`config.mk`:
```
export PLATFORM = sky130hd
export DESIGN_NAME = pe_cdiv
export DESIGN_NICKNAME = d
export VERILOG_FILES = /design/src/rtl/core/pe_pkg.sv /design/src/rtl/core/pe_cdiv.sv
export SDC_FILE = /design/constraint.sdc
export NUM_CORES = 2
export LEC_CHECK = 0
export ABC_CLOCK_PERIOD_IN_PS = 23500
export BUFFER_PORTS_ARGS = -buffer_cell sky130_fd_sc_hd__buf_2
export CAP_MARGIN = 20
export CORE_ASPECT_RATIO = 2
export CORE_MARGIN = 4
export CORE_UTILIZATION = 52
export DETAILED_ROUTE_END_ITERATION = 16
export PLACE_DENSITY = 0.79
export SLEW_MARGIN = 5
export SYNTH_ARGS = -nofsm -noshare
export SYNTH_HDL_FRONTEND = slang
export SYNTH_SLANG_ARGS = --single-unit
```
`constraint.sdc`:
```
create_clock -name i_clk -period 23.5 [get_ports i_clk]
set_input_delay 1.175 -clock i_clk [delete_from_list [all_inputs] [get_ports i_clk]]
set_output_delay 1.175 -clock i_clk [all_outputs]
set_load 0.01 [all_outputs]
```
`src/rtl/core/pe_pkg.sv`:
```
package pe_pkg;

    // Field and register widths.
    localparam int DATA_W     = 32;
    localparam int NREGS      = 8;
    localparam int CFG_IDX_W  = 4;
    localparam int COEF_IDX_W = 3;

    // Defaults for the top level parameters.
    localparam int NUM_COEFFS_DEF = 8;
    localparam int FRAC_BITS_DEF  = 16;

    // Datapath widths: limit difference, term product, power product.
    localparam int DIFF_W     = DATA_W + 1;
    localparam int PROD_W     = DIFF_W + DATA_W;
    localparam int POW_PROD_W = 2 * DATA_W;

    // Reciprocal multiplier for the coefficient quotients.
    localparam int RECIP_W  = DATA_W + 1;
    localparam int RPROD_W  = DATA_W + RECIP_W;
    localparam int SHIFT_W  = 6;

    // Width of the saturation input, wide enough for any accumulator.
    localparam int SAT_IN_W = 72;

    localparam logic signed [SAT_IN_W-1:0] SAT_MAX = SAT_IN_W'(32'sh7FFF_FFFF);
    localparam logic signed [SAT_IN_W-1:0] SAT_MIN = SAT_IN_W'(32'sh8000_0000);

    typedef enum logic {
        MODE_EVAL  = 1'b0,
        MODE_INTEG = 1'b1
    } t_mode;

    // Control that travels with each item through the pipeline.
    typedef struct packed {
        logic  valid;
        t_mode mode;
        logic  ovf;
    } t_ctl;

    typedef struct packed {
        logic signed [DATA_W-1:0] val;
        logic                     ovf;
    } t_sat;

    // Clamp a wide signed value to the signed 32-bit range.
    function automatic t_sat sat32(input logic signed [SAT_IN_W-1:0] v);
        t_sat r;
        r.val = v[DATA_W-1:0];
        r.ovf = 1'b0;
        if (v > SAT_MAX) begin
            r.val = SAT_MAX[DATA_W-1:0];
            r.ovf = 1'b1;
        end else if (v < SAT_MIN) begin
            r.val = SAT_MIN[DATA_W-1:0];
            r.ovf = 1'b1;
        end
        return r;
    endfunction

    // Magic multiplier ceil(2^s / d) for divisor d = idx + 1, exact for
    // any 32-bit magnitude.
    function automatic logic [RECIP_W-1:0] recip_mult(input logic [COEF_IDX_W-1:0] idx);
        logic [RECIP_W-1:0] m;
        unique case (idx)
            3'd0:    m = 33'h1_0000_0000;
            3'd1:    m = 33'h1_0000_0000;
            3'd2:    m = 33'h1_5555_5556;
            3'd3:    m = 33'h1_0000_0000;
            3'd4:    m = 33'h1_9999_999A;
            3'd5:    m = 33'h1_5555_5556;
            3'd6:    m = 33'h1_2492_4925;
            3'd7:    m = 33'h1_0000_0000;
            default: m = 33'h1_0000_0000;
        endcase
        return m;
    endfunction

    // Matching right shift s = 32 + ceil(log2(d)).
    function automatic logic [SHIFT_W-1:0] recip_shift(input logic [COEF_IDX_W-1:0] idx);
        logic [SHIFT_W-1:0] s;
        unique case (idx)
            3'd0:    s = 6'd32;
            3'd1:    s = 6'd33;
            3'd2:    s = 6'd34;
            3'd3:    s = 6'd34;
            3'd4:    s = 6'd35;
            3'd5:    s = 6'd35;
            3'd6:    s = 6'd35;
            3'd7:    s = 6'd35;
            default: s = 6'd35;
        endcase
        return s;
    endfunction

endpackage

```
`src/rtl/core/pe_cdiv.sv`:
```
module pe_cdiv import pe_pkg::*; #(
    parameter int NUM_COEFFS = NUM_COEFFS_DEF
) (
    input  logic                     i_clk,
    input  logic                     i_rst_n,
    input  logic                     i_wr,
    input  logic [CFG_IDX_W-1:0]     i_idx,
    input  logic [DATA_W-1:0]        i_data,
    output logic signed [DATA_W-1:0] o_quot [NUM_COEFFS]
);

    logic                     r_a_v;
    logic [COEF_IDX_W-1:0]    r_a_idx;
    logic                     r_a_neg;
    logic [DATA_W-1:0]        r_a_mag;
    logic                     r_b_v;
    logic [COEF_IDX_W-1:0]    r_b_idx;
    logic                     r_b_neg;
    logic [RPROD_W-1:0]       r_b_prod;
    logic [SHIFT_W-1:0]       r_b_shift;
    logic signed [DATA_W-1:0] r_quot [NUM_COEFFS];

    logic [DATA_W-1:0]  mag;
    logic [RPROD_W-1:0] prod;
    logic [RPROD_W-1:0] shifted;
    logic [DATA_W-1:0]  q_mag;
    logic [DATA_W-1:0]  q_val;

    // Stage A: magnitude and sign of the written coefficient.
    assign mag = i_data[DATA_W-1] ? (~i_data + DATA_W'(1)) : i_data;

    always_ff @(posedge i_clk) begin
        if (!i_rst_n) begin
            r_a_v <= 1'b0;
            r_b_v <= 1'b0;
        end else begin
            r_a_v <= i_wr && (i_idx < CFG_IDX_W'(NUM_COEFFS));
            r_b_v <= r_a_v;
        end
    end

    always_ff @(posedge i_clk) begin
        r_a_idx <= i_idx[COEF_IDX_W-1:0];
        r_a_neg <= i_data[DATA_W-1];
        r_a_mag <= mag;
    end

    // Stage B: multiply by the reciprocal of the term's divisor.
    assign prod = r_a_mag * recip_mult(r_a_idx);

    always_ff @(posedge i_clk) begin
        r_b_idx   <= r_a_idx;
        r_b_neg   <= r_a_neg;
        r_b_prod  <= prod;
        r_b_shift <= recip_shift(r_a_idx);
    end

    // Stage C: shift down, restore the sign (truncation toward zero).
    assign shifted = r_b_prod >> r_b_shift;
    assign q_mag   = shifted[DATA_W-1:0];
    assign q_val   = r_b_neg ? (~q_mag + DATA_W'(1)) : q_mag;

    always_ff @(posedge i_clk) begin
        if (!i_rst_n) begin
            for (int j = 0; j < NUM_COEFFS; j++) begin
                r_quot[j] <= '0;
            end
        end else if (r_b_v) begin
            for (int j = 0; j < NUM_COEFFS; j++) begin
                if (r_b_idx == COEF_IDX_W'(j)) begin
                    r_quot[j] <= q_val;
                end
            end
        end
    end

    assign o_quot = r_quot;

endmodule

```
After elaboration in Yosys (flattened, before gate mapping)
Memories as Yosys holds them, arrays and structs flattened. A register that Yosys moved wholly into a read port is not among the register bits. Index checks and enable logic that the tools add are counted.

Add/subtract/negate cells: 2. $mul: 1. Magnitude comparators: 1. Eq/ne operators: 7. Shift operators: 1. Mux-type cells: 2. Bitwise gates (word level): 2. Reductions and logical operators: 10.

Operator list (count): $mul A32 B33 Y65 (1); $shr A65 B6 Y32 (1); $add A32 B1 Y32 const B (2); $not A32 Y32 (2); $mux W32 (1); $mux W31 (1); $reduce_and A2 Y1 (8); $eq A3 B3 Y1 const B (4); $eq A3 B2 Y1 const B (2); $lt A4 B4 Y1 const B (1); $eq A3 B1 Y1 const B (1); $logic_not A3 Y1 (1); $logic_and A1 B1 Y1 (1).

Register bits after elaboration: 369. ROM bits: 240. Bits of input ports: 39. Output and inout bits: 256. Word-level logic and storage cells: 46. Memories: 2.

Memories: (no name shown) (depth 8, width 28, read ports 1, clocked after Yosys merged registers in 1, write ports 0, RTL line pe_pkg.sv:65) `unique case (idx)`; (no name shown) (depth 8, width 2, read ports 1, clocked after Yosys merged registers in 1, write ports 0, RTL line pe_pkg.sv:82) `unique case (idx)`.

Longest topological paths before layout
Word-level depth: 4. Gate-level depth with buffers: 28. Mapped depth without buffers: 27.

Worst setup path after synthesis
Ideal clock, no wire load.

Path kind: flip-flop to flip-flop. Start: register (tool-made name). End: register r_b_prod[62]. Library setup time: 116 ps. Arrival time: 7512 ps. Path slack: 15872 ps. Cell stages (with the launch flop): 27. Period minus slack after synthesis: 7628 ps. Cell sequence: dfxtp_1 -> clkbuf_1 -> nand2_1 -> fa_1 -> inv_1 -> fa_1 -> inv_1 -> fa_1 -> inv_1 -> fa_1 -> fa_1 -> fa_1 -> fa_1 -> inv_1 -> fa_1 -> inv_1 -> ha_1 -> clkbuf_1 -> a21o_1 -> a21o_1 -> a2111oi_0 -> o21ai_0 -> and2_0 -> a21bo_2 -> a211oi_1 -> or4b_2 -> o211a_1.

RTL lines: to (signal assigned) (RTL line pe_cdiv.sv:54) `r_b_prod <= prod;`; to (decl) (RTL line pe_cdiv.sv:19) `logic [RPROD_W-1:0] r_b_prod;`.

==> results.py <==
metrics = {
    "logic_synthesis": {
        "synth_cell_types": 71,
        "synth_edf_count": 0,
        "synth-xor-area-share_pct": 2.701,
        "synth_compound_area_share_pct": 11.75,
        "syn-num-nets": 4631,
        "synth-async-reset-ratio_pct": 0,
        "synth.area.top_cells": "fa_1 (32%), dfxtp_1 (19%), ha_1 (12%), inv_1 (8.6%), o211a_1 (4.4%)",
        "synth.area.mux_share_pct": 1.708,
        "synth_top_family_by_area": "adder cells",
        "synth_common_cells": "inv_1 (802), fa_1 (558), nand2_1 (400)",
        "synth.largest_area_cell": "fa_1",
        "yosysSeqAreaShare_pct": 19.36,
        "synthesis.instances": 3690,
        "synth-simple-area-share_pct": 10.46,
        "synth_area_per_cell_sq_um": 9.527,
        "ys.flop_type": "dfxtp_1",
        "synthAdderAreaFrac_pct": 44.02,
        "ys_seq_elements": 340,
        "netlist_area_sq_um": 35150,
        "yosys_warnings": 0,
        "synth_top_area_share_pct": 31.78,
        "yosysMostFrequentCell": "inv_1",
    },
    "global_route": {
        "grt_pass1_wl_um": 175700,
        "grt_usage_pct": 33.17,
        "grt_busiest_layer": "met2",
        "antenna_found_initial": 2,
        "grtUsageMet1_pct": 28.62,
        "grt_use_met3_pct": 4.274,
        "grt_pass1_vias": 28740,
        "use_met2_pct": 63.22,
        "grt_overflow": 0,
        "grt_start_max_net_pins": 101,
    },
    "clocking": {
        "clockBufferDepth": 3,
        "clock-sinks": 340,
        "cts_buffers": 28,
        "htreeDepth": 1,
        "path_clk_slew_ps": 70,
        "root_buffer": "clkbuf_16",
        "post_cts_buffers": 0,
        "cts_resized": 0,
        "hold_buffers": 0,
        "clk_latency_ps": 580,
        "cts_tree": "built",
    },
    "placement": {
        "pre_cts_slack_ps": 14680,
        "io_buffer_count": 294,
        "dp_hpwl_um": 104900,
        "gp_congestion": 1.119,
        "place_area_sq_um": 37480,
    },
    "die": {
        "die_area_sq_um": 72080,
        "coreArea_sq_um": 66900,
        "die_width_um": 191.9,
        "die_y_um": 375.7,
        "start_util_pct": 52.55,
        "ios": 295,
        "fp-row-count": 134,
    },
    "worst_setup_path": {
        "required_ps": 23950,
        "endpoint_kind": "flip-flop",
        "path_class": "flip-flop to flip-flop",
        "cp-start-kind": "flip-flop",
        "path_max_fanout": 32,
        "critPathArrivalTime_ps": 9340,
    },
    "timing": {
        "rsz0062_at_grt": "no",
        "finalCritPeriodShare_pct": 37.81,
        "worst_slack_ps": 14610,
        "finalCriticalPeriod_ps": 8886,
        "final-setup-viol-count": 0,
        "slew_viol_final": 0,
        "fmax_mhz": 112.5,
        "finClkSkew_ps": 23.52,
        "finalSetupTns_ps": 0,
        "final-hold-violation-count": 0,
        "slew-limit-headroom_pct": 24.23,
        "worstMarginPinSlew_ps": 1133,
    },
    "cells_and_area": {
        "drive_gt1_share_pct": 10.54,
        "stdcell_area_sq_um": 38410,
        "nets": 4849,
        "synthToLayoutAreaGrowth_pct": 9.268,
        "fillCellCount": 6004,
    },
    "routing": {
        "dr.pass1.iters": 5,
        "avgViaCountPerCell": 5.636,
        "drt_iter0_markers": 1353,
        "vias": 27140,
        "wl_per_cell_um": 25.08,
        "ant_nets": 0,
        "routed_wirelength_um": 120800,
        "drc_errors": 0,
    },
    "status": {
        "outcome": "finished clean",
    },
    "worst_hold_path": {
        "hp-class": "flip-flop to flip-flop",
    },
    "job": {
        "drv_cap": 0,
    },
}
## layout by cell type, fill, tap and decap left out, types with 6 or more instances in the layout
cell type / n
and3_1: 11
nor4_1: 7
nor3_1: 18
a211oi_1: 15
and2_1: 121
inv_1: 802
clkbuf_1: 7
o41ai_1: 7
o21ai_0: 142
xor2_1: 38
nand4_1: 17
nor2_4: 6
o21bai_1: 13
mux2i_1: 18
o211a_1: 155
mux4_1: 6
a21boi_0: 17
nand2_1: 400
dfxtp_1: 334
nand2b_1: 16
fa_1: 558
o31ai_1: 12
a21o_1: 45
mux2_2: 8
buf_4: 25
buf_2: 293
nor2b_1: 8
clkbuf_16: 29
nor3b_1: 10
dfxtp_2: 6
nand3_1: 31
xnor2_1: 63
or3_1: 9
mux4_2: 7
nor2_1: 111
a21oi_1: 112
a31oi_1: 11
ha_1: 344
## metal layers
| metal | up-vias | share of wire, % |
|---|---|---|
| li1 | 12120 | - |
| met1 | 13430 | 29 |
| met2 | 1121 | 54 |
| met3 | 473 | 4.9 |
| met4 | 0 | 12 |
| met5 | - | 0 |
## path summary, 6_finish.rpt
path | start | end | slack (ps) | cells after the start
worst min register to register | r_a_v | r_b_v | 440 | 1
worst max register to register | flip-flop | r_b_prod[60] | 14610 | 23
worst min-delay path | r_a_v | r_b_v | 440 | 1
worst max-delay path | flip-flop | r_b_prod[60] | 14610 | 23
## per-stage QoR
stage	utilization, %	std cells	hold slack, ps
6_report	57.42	4816	444.0
5_1_grt	57.41	4813	473.9
4_1_cts	57.41	4813	444.5
3_5_place_dp	56.03	4762	433.2
3_3_place_gp	56.03	4762	420.8
2_1_floorplan	-	3690	309.6
## kinds of logic (layout without fill, tap and decap cells)
group,after synthesis,in the layout
flops,340,340
other cells,0,3
mux,40,40
simple gates,792,792
buf+inv,933,1172
compound gates,578,578
xor+xnor,105,105
fa+ha+maj,902,902
## critical path: stages (launching register included)
cell and delay [ps]:
dfxtp_2 860, nand2_1 360, fa_1 620, inv_1 70, fa_1 400, fa_1 610
inv_1 80, fa_1 540, inv_1 50, fa_1 480, fa_1 520, fa_1 520
inv_1 60, fa_1 480, inv_1 50, ha_1 350, nand4_1 160, or3_1 360
a2111oi_0 360, o21ai_0 340, a21bo_2 320, a211oi_1 560, nor2_1 230, o311ai_0 350
## area by class of cell
cell class	instances	area [sq um]	share of cell area, %
clock buffer	40	807.0	2.101
multi-input combinational	2417	24890	64.78
tap	884	1106	2.879
clock inverter	11	117.6	0.3062
inverter	802	3010	7.837
sequential	340	6814	17.74
timing repair buffer	319	1665	4.335
antenna	3	7.507	0.01954
## state kept, by name (all words and copies together), names as in the netlist, named ones only
name       count
r_a_idx        3
r_b_prod      33
r_a_v          1
o_quot       256
r_a_neg        1
r_b_neg        1
r_b_shift      2
r_b_idx        3
r_b_v          1
r_a_mag       32
Power is left out: the tool's default activity adds up to more than one toggle a clock period on the data nets, which glitch-free logic cannot reach.
